--- src/rtl/ilsu_pkg.sv ---
package ilsu_pkg;

  // field widths
  localparam int TIME_W  = 48;
  localparam int DUR_W   = 32;
  localparam int CNT_W   = 32;
  localparam int TOTAL_W = 48;
  localparam int FUNC_W  = 2;

  // event kinds
  localparam logic [FUNC_W-1:0] FUNC_ADD    = 2'd0;
  localparam logic [FUNC_W-1:0] FUNC_EXPIRE = 2'd1;
  localparam logic [FUNC_W-1:0] FUNC_CLEAR  = 2'd2;

  // interval length after reset, in microseconds
  localparam logic [DUR_W-1:0] INTERVAL_RESET = 32'd60000000;

  // serial divider: one quotient bit per step
  localparam int DIV_STEPS = TOTAL_W;
  localparam int STEP_W    = $clog2(DIV_STEPS);
  localparam logic [STEP_W-1:0] LAST_STEP = STEP_W'(DIV_STEPS - 1);

  // one accepted request
  typedef struct packed {
    logic [FUNC_W-1:0] func;
    logic [TIME_W-1:0] now_time;
    logic [DUR_W-1:0]  sample_duration;
  } item_t;

  // previous interval as held by the statistics core
  typedef struct packed {
    logic               open;
    logic [TIME_W-1:0]  start;
    logic [CNT_W-1:0]   count;
    logic [DUR_W-1:0]   min;
    logic [DUR_W-1:0]   max;
    logic [TOTAL_W-1:0] total;
  } prev_stats_t;

  // divider status towards the sequencer
  typedef struct packed {
    logic busy;
    logic done;
  } div_status_t;

endpackage

--- src/rtl/ilsu_div.sv ---
module ilsu_div (
  input  logic                            clk,
  input  logic                            rst,
  input  logic                            start,
  input  logic [ilsu_pkg::TOTAL_W-1:0]    dividend,
  input  logic [ilsu_pkg::CNT_W-1:0]      divisor,
  output logic [ilsu_pkg::DUR_W-1:0]      quotient,
  output ilsu_pkg::div_status_t           status
);

  logic [ilsu_pkg::TOTAL_W-1:0] quo;
  logic [ilsu_pkg::CNT_W-1:0]   rem;
  logic [ilsu_pkg::CNT_W-1:0]   dsr;
  logic [ilsu_pkg::STEP_W-1:0]  step;
  logic                         busy;
  logic                         done;

  logic [ilsu_pkg::CNT_W:0]     rem_sh;
  logic [ilsu_pkg::CNT_W:0]     diff;
  logic                         ge;

  // shared subtract and compare for one restoring step
  always_comb begin
    rem_sh = {rem, quo[ilsu_pkg::TOTAL_W-1]};
    diff   = rem_sh - {1'b0, dsr};
    ge     = (rem_sh >= {1'b0, dsr});
  end

  // step control
  always_ff @(posedge clk) begin
    if (rst) begin
      busy <= 1'b0;
      done <= 1'b0;
      step <= '0;
    end else begin
      done <= 1'b0;
      if (start) begin
        busy <= 1'b1;
        step <= '0;
      end else if (busy) begin
        if (step == ilsu_pkg::LAST_STEP) begin
          busy <= 1'b0;
          done <= 1'b1;
        end
        step <= step + 1'b1;
      end
    end
  end

  // datapath: one quotient bit a cycle
  always_ff @(posedge clk) begin
    if (start) begin
      quo <= dividend;
      rem <= '0;
      dsr <= divisor;
    end else if (busy) begin
      quo <= {quo[ilsu_pkg::TOTAL_W-2:0], ge};
      rem <= ge ? diff[ilsu_pkg::CNT_W-1:0] : rem_sh[ilsu_pkg::CNT_W-1:0];
    end
  end

  // zero count gives zero, oversize quotient clamps
  always_comb begin
    if (dsr == '0) begin
      quotient = '0;
    end else if (quo[ilsu_pkg::TOTAL_W-1:ilsu_pkg::DUR_W] != '0) begin
      quotient = '1;
    end else begin
      quotient = quo[ilsu_pkg::DUR_W-1:0];
    end
  end

  assign status.busy = busy;
  assign status.done = done;

endmodule

--- src/rtl/ilsu_stats.sv ---
module ilsu_stats (
  input  logic                          clk,
  input  logic                          rst,
  input  logic                          cfg_we,
  input  logic [ilsu_pkg::DUR_W-1:0]    cfg_wdata,
  input  logic                          upd,
  input  ilsu_pkg::item_t               item,
  output logic                          report,
  output logic                          no_interval_error,
  output ilsu_pkg::prev_stats_t         prev
);

  logic [ilsu_pkg::DUR_W-1:0]   interval_length;

  logic                         cur_open;
  logic [ilsu_pkg::TIME_W-1:0]  cur_start;
  logic [ilsu_pkg::CNT_W-1:0]   cur_count;
  logic [ilsu_pkg::DUR_W-1:0]   cur_min;
  logic [ilsu_pkg::DUR_W-1:0]   cur_max;
  logic [ilsu_pkg::TOTAL_W-1:0] cur_total;

  logic [ilsu_pkg::TIME_W-1:0]  elapsed;
  logic                         closes;
  logic                         fresh;
  logic [ilsu_pkg::CNT_W-1:0]   base_count;
  logic [ilsu_pkg::DUR_W-1:0]   base_min;
  logic [ilsu_pkg::DUR_W-1:0]   base_max;
  logic [ilsu_pkg::TOTAL_W-1:0] base_total;
  logic [ilsu_pkg::TOTAL_W:0]   sum;

  // configuration register
  always_ff @(posedge clk) begin
    if (rst) begin
      interval_length <= ilsu_pkg::INTERVAL_RESET;
    end else if (cfg_we) begin
      interval_length <= cfg_wdata;
    end
  end

  // elapsed time modulo the time width, and the base an added sample lands on
  always_comb begin
    elapsed = item.now_time - cur_start;
    closes  = elapsed > {{(ilsu_pkg::TIME_W-ilsu_pkg::DUR_W){1'b0}}, interval_length};
    fresh   = !cur_open || closes;
    if (fresh) begin
      base_count = '0;
      base_min   = '1;
      base_max   = '0;
      base_total = '0;
    end else begin
      base_count = cur_count;
      base_min   = cur_min;
      base_max   = cur_max;
      base_total = cur_total;
    end
    sum = {1'b0, base_total} +
          {{(ilsu_pkg::TOTAL_W+1-ilsu_pkg::DUR_W){1'b0}}, item.sample_duration};
  end

  // interval state update, one request per strobe
  always_ff @(posedge clk) begin
    if (rst) begin
      cur_open          <= 1'b0;
      cur_start         <= '0;
      cur_count         <= '0;
      cur_min           <= '1;
      cur_max           <= '0;
      cur_total         <= '0;
      prev              <= '0;
      report            <= 1'b0;
      no_interval_error <= 1'b0;
    end else if (upd) begin
      report            <= 1'b0;
      no_interval_error <= 1'b0;
      case (item.func)
        ilsu_pkg::FUNC_ADD: begin
          if (cur_open && closes) begin
            prev.open  <= 1'b1;
            prev.start <= cur_start;
            prev.count <= cur_count;
            prev.min   <= cur_min;
            prev.max   <= cur_max;
            prev.total <= cur_total;
            report     <= 1'b1;
          end
          if (fresh) begin
            cur_start <= item.now_time;
          end
          cur_open  <= 1'b1;
          cur_count <= (base_count == '1) ? base_count : base_count + 1'b1;
          cur_min   <= (item.sample_duration < base_min) ? item.sample_duration : base_min;
          cur_max   <= (item.sample_duration > base_max) ? item.sample_duration : base_max;
          cur_total <= sum[ilsu_pkg::TOTAL_W] ? '1 : sum[ilsu_pkg::TOTAL_W-1:0];
        end
        ilsu_pkg::FUNC_EXPIRE: begin
          if (!cur_open) begin
            no_interval_error <= 1'b1;
          end else begin
            prev.open  <= 1'b1;
            prev.start <= cur_start;
            prev.count <= cur_count;
            prev.min   <= cur_min;
            prev.max   <= cur_max;
            prev.total <= cur_total;
            cur_open   <= 1'b0;
            cur_start  <= '0;
            cur_count  <= '0;
            cur_min    <= '1;
            cur_max    <= '0;
            cur_total  <= '0;
          end
        end
        ilsu_pkg::FUNC_CLEAR: begin
          cur_open  <= 1'b0;
          cur_start <= '0;
          cur_count <= '0;
          cur_min   <= '1;
          cur_max   <= '0;
          cur_total <= '0;
          prev      <= '0;
        end
        default: begin
          // unused code leaves the intervals alone
        end
      endcase
    end
  end

endmodule

--- src/rtl/interval_latency_statistics_unit.sv ---
// channel   direction  tdata (low bit first)                      tuser
// s_        in         now_time[47:0] sample_duration[79:48]      func[1:0]
// m_        out        report no_interval_error prev_start        prev_valid
//                      prev_count prev_min prev_max prev_total
//                      prev_mean, zero pad to 232 bits
// cfg_      in         cfg_wdata = interval_length, written when cfg_we is high
//
// a request goes from acceptance to result through the interval update, the
// load of the divider, 48 restoring divider steps for the mean, the divider
// done flag and the load of the output register.
// a new request is not taken before the last one has reached the output register.
// s_tready is high only while the sequencer is idle; a result waiting on
// m_tready stalls the next request at its final cycle, not at acceptance.
// rst is synchronous and active high and empties both intervals.
module interval_latency_statistics_unit (
  input  logic         clk,
  input  logic         rst,
  input  logic         s_tvalid,
  output logic         s_tready,
  input  logic [79:0]  s_tdata,   // now_time, sample_duration
  input  logic [1:0]   s_tuser,   // func
  output logic         m_tvalid,
  input  logic         m_tready,
  output logic [231:0] m_tdata,   // report, no_interval_error, prev_start, prev_count,
                                  // prev_min, prev_max, prev_total, prev_mean, pad
  output logic [0:0]   m_tuser,   // prev_valid
  input  logic         cfg_we,
  input  logic [31:0]  cfg_wdata
);

  localparam logic [2:0] S_IDLE   = 3'd0;
  localparam logic [2:0] S_UPDATE = 3'd1;
  localparam logic [2:0] S_START  = 3'd2;
  localparam logic [2:0] S_DIV    = 3'd3;
  localparam logic [2:0] S_HOLD   = 3'd4;

  logic [2:0]                   state;
  logic [2:0]                   state_next;
  ilsu_pkg::item_t              item;
  logic                         report;
  logic                         no_interval_error;
  ilsu_pkg::prev_stats_t        prev;
  logic [ilsu_pkg::DUR_W-1:0]   mean;
  ilsu_pkg::div_status_t        div_status;
  logic                         accept;
  logic                         out_free;
  logic                         load_out;

  assign s_tready = (state == S_IDLE);
  assign accept   = s_tvalid && s_tready;
  assign out_free = !m_tvalid || m_tready;
  assign load_out = (state == S_HOLD) && out_free;

  // latch the request
  always_ff @(posedge clk) begin
    if (accept) begin
      item.func            <= s_tuser;
      item.now_time        <= s_tdata[47:0];
      item.sample_duration <= s_tdata[79:48];
    end
  end

  // sequencer
  always_comb begin
    state_next = state;
    case (state)
      S_IDLE:   if (accept) state_next = S_UPDATE;
      S_UPDATE: state_next = S_START;
      S_START:  state_next = S_DIV;
      S_DIV:    if (div_status.done) state_next = S_HOLD;
      S_HOLD:   if (out_free) state_next = S_IDLE;
      default:  state_next = S_IDLE;
    endcase
  end

  always_ff @(posedge clk) begin
    if (rst) begin
      state <= S_IDLE;
    end else begin
      state <= state_next;
    end
  end

  // interval statistics
  ilsu_stats u_stats (
    .clk               (clk),
    .rst               (rst),
    .cfg_we            (cfg_we),
    .cfg_wdata         (cfg_wdata),
    .upd               (state == S_UPDATE),
    .item              (item),
    .report            (report),
    .no_interval_error (no_interval_error),
    .prev              (prev)
  );

  // mean of the previous interval
  ilsu_div u_div (
    .clk      (clk),
    .rst      (rst),
    .start    (state == S_START),
    .dividend (prev.total),
    .divisor  (prev.count),
    .quotient (mean),
    .status   (div_status)
  );

  // output register
  always_ff @(posedge clk) begin
    if (rst) begin
      m_tvalid <= 1'b0;
    end else if (load_out) begin
      m_tvalid <= 1'b1;
    end else if (m_tready) begin
      m_tvalid <= 1'b0;
    end
  end

  always_ff @(posedge clk) begin
    if (load_out) begin
      m_tdata <= {6'b0, mean, prev.total, prev.max, prev.min, prev.count, prev.start,
                  no_interval_error, report};
      m_tuser <= prev.open;
    end
  end

endmodule

--- config.mk ---
export PLATFORM = sky130hd
export DESIGN_NAME = interval_latency_statistics_unit
export DESIGN_NICKNAME = d
export VERILOG_FILES = /design/src/rtl/ilsu_pkg.sv /design/src/rtl/ilsu_div.sv /design/src/rtl/ilsu_stats.sv /design/src/rtl/interval_latency_statistics_unit.sv
export SDC_FILE = /design/constraint.sdc
export NUM_CORES = 2
export LEC_CHECK = 0
export BUFFER_PORTS_ARGS = -buffer_cell sky130_fd_sc_hd__buf_2
export CORE_ASPECT_RATIO = 1.75
export CORE_MARGIN = 1
export CORE_UTILIZATION = 60
export DETAILED_ROUTE_END_ITERATION = 8
export PLACE_DENSITY = 0.91
export SLEW_MARGIN = 20
export SYNTH_ARGS = -nofsm -noshare
export SYNTH_HDL_FRONTEND = slang
export SYNTH_SLANG_ARGS = --single-unit
--- constraint.sdc ---
create_clock -name clk -period 26.2 [get_ports clk]
set_clock_uncertainty 0.05 [all_clocks]
set_input_delay 5.24 -clock clk [delete_from_list [all_inputs] [get_ports clk]]
set_output_delay 5.24 -clock clk [all_outputs]
set_load 0.05 [all_outputs]
==> results.yml <==
timing:
  hold_violations: 0
  drv_slew: 0
  setup_viol: 0
  period_needed_ns: 9.76
  relSlewSlack_pct: 27.3
  final.period_utilization_pct: 37.2
  rsz0062_at_grt: "no"
  max_freq_ghz: 0.103
  tightest_slew_ns: 1.09
  holdWs_ns: 0.376
  fin_setup_tns_ns: 0
floorplan:
  core_mm2: 0.0655
  row_count: 124
  die_w_um: 197
  io_pins: 354
  die-area_mm2: 0.0674
  initial_core_util_pct: 60.8
  fp.dieH_um: 343
detailed_routing:
  drt_iter0_markers: 2373
  vias: 31745
  ant_nets: 0
  viasPerCell: 6.08
  wl_um: 107000
  drcViolationCount: 0
  wl_per_cell_um: 20.5
  dr.pass1.iters: 5
synthesis:
  yosysUniqueCellTypes: 79
  syn_inst: 4056
  syn_area_mm2: 0.0398
  synthFlopType: "dfxtp_1"
  synth.avg_cell_area_um2: 9.82
  synth_seq_cells: 853
  ys_warn_count: 0
  synth_edf_count: 389
  ys_seq_area_share_pct: 52.7
  async_flop_share_pct: 0
setup_path:
  reg2reg_to: "u_stats.cur_total[28]$_SDFFE_PP0P_"
  slowest_delay_ns: 0.93
  crit_path_start_kind: "flip-flop"
  cp.required_ns: 26.70
  crit_top_cell: "a211oi_1"
  crit_slowest_cell: "and3_1"
  path_max_fanout: 35
  endpoint_kind: "flip-flop"
  r2r_start: "item[32]$_DFFE_PP_"
  reg2reg_setup_slack_ns: 16.44
  crit_type: "reg -> reg"
  cp.arrival_ns: 10.25
  reg2regPathDepth: 38
placed_design:
  routabilityCongestion: 1.00
  io_buffer_count: 347
  place_area_mm2: 0.0421
  place_hpwl_um: 75500
cts:
  clk_latency_ns: 0.63
  clk_pin_slew_worst_paths_ns: 0.07
  cts-buffers-inserted: 74
  hold_buffers: 0
  clockRootBuffer: "clkbuf_16"
  cts_tree: "built"
  ctsLongestPathBuffers: 3
  cts_sinks: 853
  cts_max_level: 3
  cts_resized: 0
  cts_setup_buffers: 0
flow_run:
  maxCapViolCount: 0
outcome:
  status: "completed"
grt:
  grt.overflow.total: 0
  grt_use_total_pct: 31.4
  antenna_found_initial: 2
  grt_pass1_wl_um: 166000
  grt_max_degree: 102
  first_global_vias: 30949
cells_and_area:
  layout.nets: 4608
  area_growth_pct: 12.0
  drive_gt1_share_pct: 12.6
  finish.instance_area_mm2: 0.0446
min_path:
  min_from: "u_stats.prev[56]$_SDFFE_PP0P_"
  hold_end: "m_tdata[122]$_DFFE_PP_"
  hold_path.class: "reg -> reg"
  worstHoldPathCells: 0
power_and_ir_drop:
  power_uw: 3220
  p_per_area_mw_per_mm2: 72.2
  irDropWorstVdd_v: 0.0000719
  p_leak_uw: 0.0170
-- report_power, final --
group / internal (µW) / total [µW] / switching [µW]
Clock: 630 / 1140 / 505
Combinational: 220 / 577 / 357
Sequential: 1460 / 1510 / 53.3
Total: 2310 / 3220 / 915
-- registers in the layout (all words and copies together), names as in the netlist --
register / flops
u_div.rem: 32
m_tdata: 226
u_stats.cur_open: 1
u_stats.cur_start: 48
item: 82
u_stats.cur_min: 32
u_stats.cur_total: 48
u_stats.prev: 193
u_div.step: 6
m_tuser: 1
u_stats.interval_length: 32
u_div.quo: 48
u_stats.no_interval_error: 1
u_stats.cur_count: 32
u_stats.report: 1
state: 3
u_stats.cur_max: 32
u_div.busy: 1
u_div.dsr: 32
m_tvalid: 1
u_div.done: 1
-- stage by stage --
step / utilization [%] / cells / setup WS, ns
after floorplan: - / 4061 / 10.62
after global placement: 64.2 / 5079 / 16.87
after detailed placement: 64.3 / 5080 / 16.66
after CTS: 68.1 / 5217 / 16.60
after global routing: 68.1 / 5217 / 15.55
final: 68.1 / 5219 / 16.44
-- worst max-delay path, delay by kind of cell, from the launching register on --
family | cells | cell delay (ns)
buffers and inverters | 3 | 0.48
xor gates and xnor gates | 1 | 0.18
AOI/OAI and AO/OA | 18 | 3.98
adders and majority gates | 5 | 1.23
DFF | 1 | 0.35
and+or+nand+nor | 11 | 3.38
-- cells in the mapped netlist, types with 24 or more instances --
library cell	count	share of area, %
mux2i_1	34	0.85
o21a_1	31	0.58
o211ai_1	24	0.45
nand3b_1	188	3.5
nand3_1	53	0.67
ha_1	212	6.7
a22o_1	33	0.73
o22a_1	32	0.70
o21ai_0	149	1.9
clkbuf_1	195	1.8
nand4_1	51	0.80
nor2_1	266	2.5
edfxtp_1	389	29
nor4_1	31	0.49
nor2b_1	26	0.41
nor3_1	48	0.60
nand2b_1	26	0.41
xor2_1	40	0.88
and2_1	51	0.80
a211oi_1	39	0.74
nand2_1	590	5.6
xnor2_1	55	1.2
a31oi_1	35	0.55
a21o_1	100	1.9
dfxtp_1	464	23
a21oi_1	422	5.3
or3_1	85	1.3
inv_1	152	1.4
and3_1	30	0.47
-- placed cells by master (no fill, tap or decap), drive strengths merged, types with 24 or more instances in the layout --
| cell type | synthesis | layout |
|---|---|---|
| a21oi | 422 | 422 |
| o21ai | 154 | 154 |
| and3 | 30 | 30 |
| inv | 153 | 161 |
| and2 | 51 | 51 |
| nand4 | 51 | 51 |
| nor2 | 266 | 266 |
| nor2b | 26 | 26 |
| nand2b | 26 | 26 |
| ha | 212 | 212 |
| o22a | 32 | 32 |
| buf | 43 | 376 |
| edfxtp | 389 | 389 |
| nor3 | 48 | 48 |
| a31oi | 35 | 35 |
| nand2 | 590 | 590 |
| xnor2 | 55 | 55 |
| a211oi | 40 | 40 |
| nand3 | 53 | 53 |
| mux2i | 34 | 34 |
| o211ai | 24 | 24 |
| a21o | 100 | 100 |
| a22o | 33 | 33 |
| or3 | 86 | 86 |
| dfxtp | 464 | 464 |
| nor4 | 33 | 33 |
| nand3b | 188 | 188 |
| xor2 | 40 | 40 |
| clkbuf | 196 | 95 |
| o21a | 31 | 31 |
-- area by class of cell --
type	instances	area [µm²]
sequential	853	21000
fill	4927	20900
multi-input combinational	2816	17500
clock buffer	95	2120
timing repair buffer	376	1970
tap	882	1100
inverter	153	574
clock inverter	42	398
antenna	2	5.00
-- per-layer routing --
metal | vias up | global-route usage, % | part of all wire (%)
li1 | 14928 | - | -
met5 | - | 0 | 0.013
met3 | 401 | 4.78 | 6.3
met4 | 2 | 19.7 | 6.5
met2 | 1310 | 55.1 | 50
met1 | 15104 | 35.6 | 37
-- logic make-up after synthesis --
group,share of synthesized area [%]
AOI/OAI and AO/OA,15.0
xor gates and xnor gates,2.09
adders and majority gates,6.81
DFF,52.7
and+or+nand+nor,18.6
muxes,0.996
buffers and inverters,3.83
other,0.00942
-- worst max path at each step --
stage	start	endpoint	slack, ns	cells after the start
2_1_floorplan	m_tready	m_tdata[0]$_DFFE_PP_	10.62	2
3_3_place_gp	item[32]$_DFFE_PP_	u_stats.cur_total[28]$_SDFFE_PP0P_	16.87	38
3_5_place_dp	item[32]$_DFFE_PP_	u_stats.cur_total[28]$_SDFFE_PP0P_	16.66	38
4_1_cts	item[32]$_DFFE_PP_	u_stats.cur_total[28]$_SDFFE_PP0P_	16.60	38
5_1_grt	item[32]$_DFFE_PP_	u_stats.cur_total[28]$_SDFFE_PP0P_	15.55	38
6_report	item[32]$_DFFE_PP_	u_stats.cur_total[28]$_SDFFE_PP0P_	16.44	38
(Power assumes the default switching activity.)
